<file path="src/rtl/u8d_pkg.sv">
// Shared types and codes for the UTF-8 byte stream decoder.
`timescale 1ns / 1ps

package u8d_pkg;

	localparam int QUEUE_DEPTH_DEF = 2;

	localparam logic OP_LOAD  = 1'b0;
	localparam logic OP_SHIFT = 1'b1;

	localparam logic [1:0] RES_NONE = 2'd0;
	localparam logic [1:0] RES_CHAR = 2'd1;
	localparam logic [1:0] RES_PART = 2'd2;

	typedef struct packed {
		logic       op;
		logic [7:0] val;
		logic [1:0] res;
	} u8d_entry_t;

endpackage

</file>
<file path="src/rtl/utf8_byte_stream_decoder.sv">
// Top level of the UTF-8 byte stream decoder.
// Usage:
//   Slave channel s_*: one raw byte per beat in s_tdata, s_tlast marks the
//   last byte of a buffer. Master channel m_*: one beat per decoded
//   character (m_tuser = 0, code point in m_tdata) or per buffer that ends
//   inside an unfinished sequence (m_tuser = 1, m_tdata = 0). Bytes in the
//   middle of a sequence give no beat.
//   Throughput: one byte per cycle sustained while m_tready is high. The
//   classifier keeps the sequence count, the accumulator does one
//   shift-and-or per byte. Path: the last byte of a result is written into
//   the command queue at the edge that accepts it; the result moves into
//   the output register when the accumulator pops that command.
//   Stall: while a result waits with m_tready low the accumulator stops;
//   the command queue (QUEUE_DEPTH beats) absorbs input, then s_tready drops.
//   Reset: arst_n clears the pending sequence, the accumulator, the queue
//   and the output valid; no clearing pass is needed.
`timescale 1ns / 1ps

module utf8_byte_stream_decoder #(
	parameter int QUEUE_DEPTH = u8d_pkg::QUEUE_DEPTH_DEF
) (
	input  logic        clk,
	input  logic        arst_n,
	input  logic        s_tvalid,
	output logic        s_tready,
	input  logic [7:0]  s_tdata,   // [7:0] data_byte
	input  logic        s_tlast,   // end_of_buffer
	output logic        m_tvalid,
	input  logic        m_tready,
	output logic [31:0] m_tdata,   // [31:0] code_point
	output logic        m_tuser    // [0] status
);
	import u8d_pkg::*;

	logic       accept;
	u8d_entry_t front_entry;
	logic       q_valid;
	logic       q_pop;
	u8d_entry_t q_head;

	assign accept = s_tvalid && s_tready;

	u8d_front u_front (
		.clk           (clk),
		.arst_n        (arst_n),
		.accept        (accept),
		.data_byte     (s_tdata),
		.end_of_buffer (s_tlast),
		.entry         (front_entry)
	);

	u8d_queue #(
		.DEPTH (QUEUE_DEPTH)
	) u_queue (
		.clk        (clk),
		.arst_n     (arst_n),
		.push       (accept),
		.push_entry (front_entry),
		.ready      (s_tready),
		.pop        (q_pop),
		.valid      (q_valid),
		.head       (q_head)
	);

	u8d_back u_back (
		.clk       (clk),
		.arst_n    (arst_n),
		.cmd_valid (q_valid),
		.cmd       (q_head),
		.cmd_pop   (q_pop),
		.m_tvalid  (m_tvalid),
		.m_tready  (m_tready),
		.m_tdata   (m_tdata),
		.m_tuser   (m_tuser)
	);

endmodule

</file>
<file path="src/rtl/u8d_front.sv">
// Byte classifier: tracks sequence position and builds back-end commands.
`timescale 1ns / 1ps

module u8d_front (
	input  logic                clk,
	input  logic                arst_n,
	input  logic                accept,
	input  logic [7:0]          data_byte,
	input  logic                end_of_buffer,
	output u8d_pkg::u8d_entry_t entry
);
	import u8d_pkg::*;

	logic [2:0] rem_q;
	logic [2:0] ones;
	logic [2:0] rem_nxt;
	logic [3:0] shamt;
	logic [7:0] keep;

	always_comb begin
		priority casez (data_byte)
			8'b0???????: ones = 3'd0;
			8'b10??????: ones = 3'd1;
			8'b110?????: ones = 3'd2;
			8'b1110????: ones = 3'd3;
			8'b11110???: ones = 3'd4;
			8'b111110??: ones = 3'd5;
			8'b1111110?: ones = 3'd6;
			default:     ones = 3'd7;
		endcase
	end

	assign shamt = {1'b0, ones} + 4'd1;
	assign keep  = 8'hFF >> shamt;

	always_comb begin
		if (rem_q == 3'd0) begin
			entry.op = OP_LOAD;
			entry.val = data_byte & keep;
			rem_nxt = (ones == 3'd0) ? 3'd0 : ones - 3'd1;
		end else begin
			entry.op = OP_SHIFT;
			entry.val = {2'b00, data_byte[5:0]};
			rem_nxt = rem_q - 3'd1;
		end
		if (rem_nxt == 3'd0)
			entry.res = RES_CHAR;
		else if (end_of_buffer)
			entry.res = RES_PART;
		else
			entry.res = RES_NONE;
	end

	always_ff @(posedge clk or negedge arst_n) begin
		if (!arst_n) begin
			rem_q <= 3'd0;
		end else if (accept) begin
			rem_q <= rem_nxt;
		end
	end

endmodule

</file>
<file path="src/rtl/u8d_queue.sv">
// Small command queue between classifier and accumulator.
`timescale 1ns / 1ps

module u8d_queue #(
	parameter int DEPTH = u8d_pkg::QUEUE_DEPTH_DEF
) (
	input  logic                clk,
	input  logic                arst_n,
	input  logic                push,
	input  u8d_pkg::u8d_entry_t push_entry,
	output logic                ready,
	input  logic                pop,
	output logic                valid,
	output u8d_pkg::u8d_entry_t head
);
	import u8d_pkg::*;

	localparam int PW = $clog2(DEPTH);
	localparam int CW = $clog2(DEPTH + 1);
	localparam logic [PW-1:0] LAST = PW'(DEPTH - 1);
	localparam logic [CW-1:0] FULL = CW'(DEPTH);

	u8d_entry_t    mem_q [DEPTH];
	logic [PW-1:0] wr_ptr_q;
	logic [PW-1:0] rd_ptr_q;
	logic [CW-1:0] count_q;

	assign ready = (count_q != FULL);
	assign valid = (count_q != '0);
	assign head  = mem_q[rd_ptr_q];

	always_ff @(posedge clk) begin
		if (push)
			mem_q[wr_ptr_q] <= push_entry;
	end

	always_ff @(posedge clk or negedge arst_n) begin
		if (!arst_n) begin
			wr_ptr_q <= '0;
			rd_ptr_q <= '0;
			count_q  <= '0;
		end else begin
			if (push)
				wr_ptr_q <= (wr_ptr_q == LAST) ? '0 : wr_ptr_q + 1'b1;
			if (pop)
				rd_ptr_q <= (rd_ptr_q == LAST) ? '0 : rd_ptr_q + 1'b1;
			if (push && !pop)
				count_q <= count_q + 1'b1;
			else if (pop && !push)
				count_q <= count_q - 1'b1;
		end
	end

	a_count_bound: assert property (@(posedge clk) disable iff (!arst_n)
		count_q <= FULL) else $error("queue count over depth");
	a_no_overflow: assert property (@(posedge clk) disable iff (!arst_n)
		push |-> (count_q != FULL || pop)) else $error("push into full queue");
	a_no_underflow: assert property (@(posedge clk) disable iff (!arst_n)
		pop |-> count_q != '0) else $error("pop from empty queue");
	a_count_up: assert property (@(posedge clk) disable iff (!arst_n)
		(push && !pop) |=> count_q == $past(count_q) + 1'b1)
		else $error("queue count did not advance");

endmodule

</file>
<file path="src/rtl/u8d_back.sv">
// Accumulator and output register: executes queued commands.
`timescale 1ns / 1ps

module u8d_back (
	input  logic                clk,
	input  logic                arst_n,
	input  logic                cmd_valid,
	input  u8d_pkg::u8d_entry_t cmd,
	output logic                cmd_pop,
	output logic                m_tvalid,
	input  logic                m_tready,
	output logic [31:0]         m_tdata,
	output logic                m_tuser
);
	import u8d_pkg::*;

	logic [31:0] acc_q;
	logic [31:0] acc_nxt;
	logic        out_valid_q;
	logic [31:0] out_data_q;
	logic        out_status_q;

	assign cmd_pop = cmd_valid && (!out_valid_q || m_tready);
	assign acc_nxt = (cmd.op == OP_LOAD) ? {24'd0, cmd.val} : {acc_q[25:0], cmd.val[5:0]};

	always_ff @(posedge clk or negedge arst_n) begin
		if (!arst_n) begin
			acc_q       <= 32'd0;
			out_valid_q <= 1'b0;
		end else begin
			if (cmd_pop)
				acc_q <= acc_nxt;
			if (cmd_pop && cmd.res != RES_NONE)
				out_valid_q <= 1'b1;
			else if (m_tready)
				out_valid_q <= 1'b0;
		end
	end

	always_ff @(posedge clk) begin
		if (cmd_pop && cmd.res == RES_CHAR) begin
			out_data_q   <= acc_nxt;
			out_status_q <= 1'b0;
		end else if (cmd_pop && cmd.res == RES_PART) begin
			out_data_q   <= 32'd0;
			out_status_q <= 1'b1;
		end
	end

	assign m_tvalid = out_valid_q;
	assign m_tdata  = out_data_q;
	assign m_tuser  = out_status_q;

	a_partial_zero: assert property (@(posedge clk) disable iff (!arst_n)
		(m_tvalid && m_tuser) |-> m_tdata == 32'd0) else $error("partial beat with data");
	a_stall_no_pop: assert property (@(posedge clk) disable iff (!arst_n)
		(out_valid_q && !m_tready) |-> !cmd_pop) else $error("pop while output stalled");
	a_acc_hold: assert property (@(posedge clk) disable iff (!arst_n)
		!cmd_pop |=> $stable(acc_q)) else $error("accumulator moved without command");

endmodule
</file>
<file path="config.mk">
export PLATFORM = sky130hd
export DESIGN_NAME = utf8_byte_stream_decoder
export DESIGN_NICKNAME = d
export VERILOG_FILES = /design/src/rtl/u8d_pkg.sv /design/src/rtl/utf8_byte_stream_decoder.sv /design/src/rtl/u8d_front.sv /design/src/rtl/u8d_queue.sv /design/src/rtl/u8d_back.sv
export SDC_FILE = /design/constraint.sdc
export NUM_CORES = 1
export LEC_CHECK = 0
export BUFFER_PORTS_ARGS = -buffer_cell sky130_fd_sc_hd__buf_2
export CORE_ASPECT_RATIO = 1.2
export CORE_MARGIN = 1.5
export CORE_UTILIZATION = 49
export CTS_CLUSTER_SIZE = 25
export DETAILED_ROUTE_END_ITERATION = 16
export PLACE_DENSITY = 0.68
export SETUP_SLACK_MARGIN = 0.5
export SYNTH_ARGS = -nofsm -noshare
export SYNTH_HDL_FRONTEND = slang
export SYNTH_SLANG_ARGS = --single-unit
</file>
<file path="constraint.sdc">
create_clock -name clk -period 4.4 [get_ports clk]
set_input_delay 0.66 -clock clk [delete_from_list [all_inputs] [get_ports clk]]
set_output_delay 0.66 -clock clk [all_outputs]
set_load 0.005 [all_outputs]
</file>
== Yosys cells after proc, flatten, opt, wreduce, memory -nomap -nowiden ==
Memories as Yosys holds them, arrays and structs flattened.
Cells that the tools add are included.

* Logic and storage cells: 64
* Memory bits (writable): 22
* Memories: 1
* Input bits: 13
* ROM bits: 0
* Register bits after elaboration: 67
* Latch bits: 0
* Output and inout port bits: 35

* $lt $le $gt $ge: 0
* Multiplexer cells: 17
* Shifts and indexed selects: 1
* Equality and inequality tests: 9
* Add/subtract/negate cells: 7
* Multipliers: 0
* Reductions and logical operators: 19
* Bitwise operators: 2
* Div/mod/pow operators: 0

{| class="wikitable"
|+ Memories
! name !! depth !! bits a word !! read ports !! clocked after Yosys merged registers in !! write ports !! RTL line !! source
|-
| u_queue.mem_q || 2 || 11 || 1 || 0 || 1 || u8d_queue.sv:23 || <nowiki>u8d_entry_t mem_q [DEPTH];</nowiki>
|}

{| class="wikitable"
|+ Operator list
! kind !! number
|-
| 2-to-1 mux 32 bit || 3
|-
| one-hot mux 3 bit (7 select lines) || 1
|-
| nonzero test 2 bit || 5
|-
| logical NOT 3 bit || 3
|-
| 2-to-1 mux 9 bit || 1
|-
| AND 8 bit || 1
|-
| 2-to-1 mux 2 bit || 4
|-
| >> shifter 8 x 4 -> 8 bit, first input constant || 1
|-
| == test 7 bit, second input constant || 1
|-
| logical AND 1 bit || 7
|-
| == test 6 bit, second input constant || 1
|-
| 2-to-1 mux 1 bit || 6
|-
| 2-to-1 mux 3 bit || 2
|-
| subtractor 3 x 1 -> 3 bit, second input constant || 2
|-
| == test 5 bit, second input constant || 1
|-
| adder 3 x 1 -> 4 bit, second input constant || 1
|-
| == test 2 bit, second input constant || 2
|-
| == test 4 bit, second input constant || 1
|-
| == test 3 bit, second input constant || 1
|-
| logical NOT 1 bit || 3
|-
| adder 1 bit, second input constant || 2
|-
| adder 2 x 1 -> 2 bit, second input constant || 1
|-
| == test 2 x 1 -> 1 bit, second input constant || 1
|-
| != test 2 bit, second input constant || 1
|-
| other kinds (3) || 3
|}

== Logic depth before layout (Yosys ltp) ==
* Word-level depth: 7
* Mapped depth: 9
* Depth with buffers taken out: 7

== Hierarchy ==
Synthesis repeated with hierarchy kept, for this count alone.

* Cell total of the unflattened synthesis: 296
* Area total of the unflattened synthesis: 3,833.7 µm²

{| class="wikitable"
|+ By module, submodules not included
! module !! area each (µm²) !! times used !! sequential area each (µm²) !! cells each
|-
| u8d_back || 2,366.0 || 1 || 1,656.6 || 185
|-
| u8d_queue || 1,018.5 || 1 || 760.7 || 50
|-
| u8d_front || 442.9 || 1 || 75.1 || 60
|-
| utf8_byte_stream_decoder || 6.3 || 1 || 0.0 || 1
|}

== Worst setup path after synthesis ==
Ideal clock, no wire load.

* Kind: in2reg
* Start: input m_tready
* End: register u_back.out_data_q[0], in the netlist u_back.m_tdata[0], enable pin
* Slack: 1.299 ns
* Library setup time: 0.421 ns
* Stages on the path: 6
* Buffers on the path: 2
* Arrival: 2.680 ns
* Data required time: 3.979 ns
* Cells stage by stage: nand2b_1 o21a_1 inv_2 buf_2 buf_2 nor2_1

* Cells in the longest elaborated chain, start to end: 4
* Elaborated cells between the ends (all ways): 5
* Those cells by class: reduce/logical: 5

{| class="wikitable"
|+ Ends and longest elaborated chain
! item !! RTL line !! source
|-
| start: declaration || utf8_byte_stream_decoder.sv:29 || <nowiki>input logic m_tready,</nowiki>
|-
| logical OR 1 bit (*) || u8d_back.sv:23 || <nowiki>assign cmd_pop = cmd_valid && (!out_valid_q || m_tready);</nowiki>
|-
| logical AND 1 bit (*) || u8d_back.sv:23 ||
|-
| logical AND 1 bit (on tied branches) || u8d_back.sv:44, u8d_back.sv:41 ||
|-
| nonzero test 2 bit (no source line) (*) || n/a ||
|-
| end signal: assignment || u8d_back.sv:42 || <nowiki>out_data_q <= acc_nxt;</nowiki>
|-
| end: declaration || u8d_back.sv:20 || <nowiki>logic [31:0] out_data_q;</nowiki>
|}

Mark *: on every way between the ends. The rest lies on a longest branch, timed or not.
A chain may end at the register's enable or synchronous reset.

== Worst setup path in the final report ==
* Start: register u_queue.rd_ptr_q
* End: register u_back.out_data_q[16], in the netlist u_back.m_tdata[16], enable pin

* Cells in the longest elaborated chain, start to end: 4
* Elaborated cells between the ends (all ways): 6
* Those cells by class: eq/ne: 2; reduce/logical: 3; memory: 1

{| class="wikitable"
|+ Ends and longest elaborated chain
! item !! RTL line !! source
|-
| start: declaration || u8d_queue.sv:25 || <nowiki>logic [PW-1:0] rd_ptr_q;</nowiki>
|-
| start signal: assignment || u8d_queue.sv:46 || <nowiki>rd_ptr_q <= (rd_ptr_q == LAST) ? '0 : rd_ptr_q + 1'b1;</nowiki>
|-
| memory read (2 x 11 bit) (*) || n/a ||
|-
| == test 2 bit or == test 2 x 1 -> 1 bit (tied branches) || u8d_back.sv:44, u8d_back.sv:41 ||
|-
| logical AND 1 bit (on tied branches) || u8d_back.sv:44, u8d_back.sv:41 ||
|-
| nonzero test 2 bit (no source line) (*) || n/a ||
|}

Marked as above.

==> results_dict.tcl <==
set metrics [dict create \
    crit_fanout 23 \
    postPlaceCellArea_um2 3840 \
    syn-num-nets 267 \
    cp-start-kind "flop" \
    finalHoldViolations 0 \
    end_kind "flop" \
    synth_ff_type "edfxtp_1" \
    crit_type "reg2reg" \
    path_clk_slew_ps 80 \
    antenna_found_initial 0 \
    wire_per_inst_um 13.9 \
    synth_top_area_frac 0.440 \
    p_per_area_nw_per_um2 720 \
    yosysWarnings 0 \
    post-route-cell-area_um2 4050 \
    cts_buffer_depth 2 \
    p_sw_w 0.000956 \
    worst_pin_slew_ps 911 \
    postRouteAntennaNets 0 \
    cpPeakStageDelay_ps 710 \
    grt_pass1_wl_um 9060 \
    grt_usage 0.161 \
    cts_max_level 3 \
    ir_drop_mv 0.397 \
    syn_area_um2 3550 \
    grt_overflow_total 0 \
    die_x_um 80.7 \
    pwr-share-clk 0.191 \
    cts_tree "built" \
    holdWs_ps 396 \
    syn_to_final_growth_pct 14.1 \
    die-height_um 96.2 \
    core_um2 6940 \
    worst-endpoint-arrival_ps 2620 \
    ys_ff_latch 87 \
    clk_latency_ps 350 \
    hp-class "in2async" \
    drc 0 \
    avgViaCountPerCell 5.16 \
    grt_pass1_vias 2000 \
    yosys-top-cells-count "edfxtp_1 (52), dfrtp_1 (34), and2_1 (28)" \
    async_flop_share 0.391 \
    maxCapViolCount 0 \
    final-setup-viol-count 0 \
    ys_types 43 \
    post-dp-hpwl_um 3860 \
    synth_edf_count 52 \
    dieArea_um2 7760 \
    num_rows 33 \
    cpMaxStageDelayCell "dfrtp_1" \
    cts_buffers 9 \
    finalWirelength_um 5430 \
    nFillCells 579 \
    rsz0062_at_grt "no" \
    io_pins 48 \
    finalCritPeriodShare 0.589 \
    n_antenna_cell 0 \
    ys_seq_area_frac 0.686 \
    cts_sinks 87 \
    avgSynthCellArea_um2 14.2 \
    layout-drive-gt1-share 0.257 \
    synth_cells 249 \
    cts_resized 0 \
    setup_tns_ps 0 \
    synth_area_leader_cell "edfxtp_1" \
    power.total_w 0.00291 \
    initial_core_util 0.511 \
    post_cts_buffers 0 \
    crit_chain "mux2i_1, xor2_1, nor2_2, buf_4" \
    grt_max_degree 41 \
    intPower_w 0.00195 \
    pwr-share-comb 0.304 \
    postCtsHoldBufs 0 \
    num_vias 2017 \
    slew-limit-headroom 0.388 \
    cts_root_buf "clkbuf_8" \
    p_sw_frac 0.328 \
    synth_most_common_cell "edfxtp_1" \
    p_seq_frac 0.504 \
    drtIter0Drc 127 \
    gp_congestion 0.750 \
    timing.fmax_mhz 386 \
    skew_ps 11.4 \
    io_buffers 47 \
    nets 317 \
    status "finished, final reports clean" \
    leakagePower_nw 1.70 \
    final_util 0.583 \
    min_period_ps 2590 \
    worstPathRequired_ps 4430 \
    drtPass1Iterations 4 \
    drv_slew 0 \
    yosys-top-cells-area "edfxtp_1 (44%), dfrtp_1 (24%), and2_1 (4.9%)" \
]
## kinds of logic (layout without fill, tap and decap cells)
logic type               Yosys count  count (layout)  synth area share
adder cells (fa/ha/maj)            5               5            0.0176
AND/OR/NAND/NOR                   73              73             0.121
flip-flops                        87              87             0.686
buffers and inverters             20              75            0.0293
multiplexers                      12              12            0.0370
XOR/XNOR                           6               6            0.0148
AO/OA/AOI/OAI                     46              46            0.0942
## power by group through the flow
stage	logic (W)	clock network, W	registers [W]
floorplan	0.000626	0	0.00147
global placement	0.000878	0	0.00148
detailed placement	0.000904	0	0.00149
CTS	0.000907	0.000572	0.00148
global route	0.00100	0.000606	0.00151
finish	0.000885	0.000557	0.00147
## critical path, delay by kind of cell (launching register included)
kind,cells,cell delay [ps]
simple gates,1,430
buf+inv,1,380
xor+xnor,1,150
mux,1,600
flops,1,710
## final cells by class
| class | instances | area (µm²) | area share |
|---|---|---|---|
| repair buffers | 48 | 243 | 0.0600 |
| clock inverters | 6 | 70.1 | 0.0173 |
| flip-flops and latches | 87 | 2430 | 0.601 |
| clock buffers | 10 | 138 | 0.0340 |
| well taps | 87 | 109 | 0.0269 |
| multi-input cells | 142 | 1010 | 0.250 |
| inverters | 11 | 41.3 | 0.0102 |
## metal layers
metal  wire (µm)  GRT usage  vias to the layer above
met3         198     0.0313                       11
met1        2250      0.182                      969
li1            -          -                      997
met5           0          0                        -
met4         133     0.0905                        0
met2        2850      0.284                       40
## through the flow
step / std cells / setup slack, ps
2_1_floorplan: 249 / 1300
3_3_place_gp: 375 / 1820
3_5_place_dp: 375 / 1780
4_1_cts: 391 / 1770
5_1_grt: 391 / 1590
6_report: 391 / 1810
## state kept, by name, summed over array words and instances (netlist names)
register	cells
u_front.rem_q	3
u_back.m_tvalid	1
u_queue.rd_ptr_q	1
u_queue.count_q	2
u_back.m_tuser	1
u_back.m_tdata	32
u_queue.mem_q	20
u_queue.wr_ptr_q	1
u_back.acc_q	26
## path summary, 6_finish.rpt
path	startpoint	endpoint	slack (ps)	cells past startpoint
worst max-delay path	u_queue.rd_ptr_q	u_back.m_tdata[16]	1810	4
min in group clk	u_front.rem_q[1]	u_front.rem_q[1]	490	1
worst min register to register	u_front.rem_q[1]	u_front.rem_q[1]	490	1
worst max register to register	u_queue.rd_ptr_q	u_back.m_tdata[16]	1810	4
max in group asynchronous	arst_n	u_back.acc_q[19]	3490	1
worst min-delay path	arst_n	u_front.rem_q[1]	400	1
## cell usage in the layout (no fill, tap or decap), drive strengths merged, types with 3 or more instances in the layout
cell and n:
buf 48, edfxtp 52, mux2i 9, clkinvlp 3
nand2 11, a31oi 4, o21a 3, o21ai 13
a22o 19, and2 28, xor2 3, inv 11
xnor2 3, clkbuf 10, nor2 14, nand2b 3
ha 5, mux2 3, dfrtp 34, nor2b 4
No activity file was read; power rests on OpenSTA's default activity.
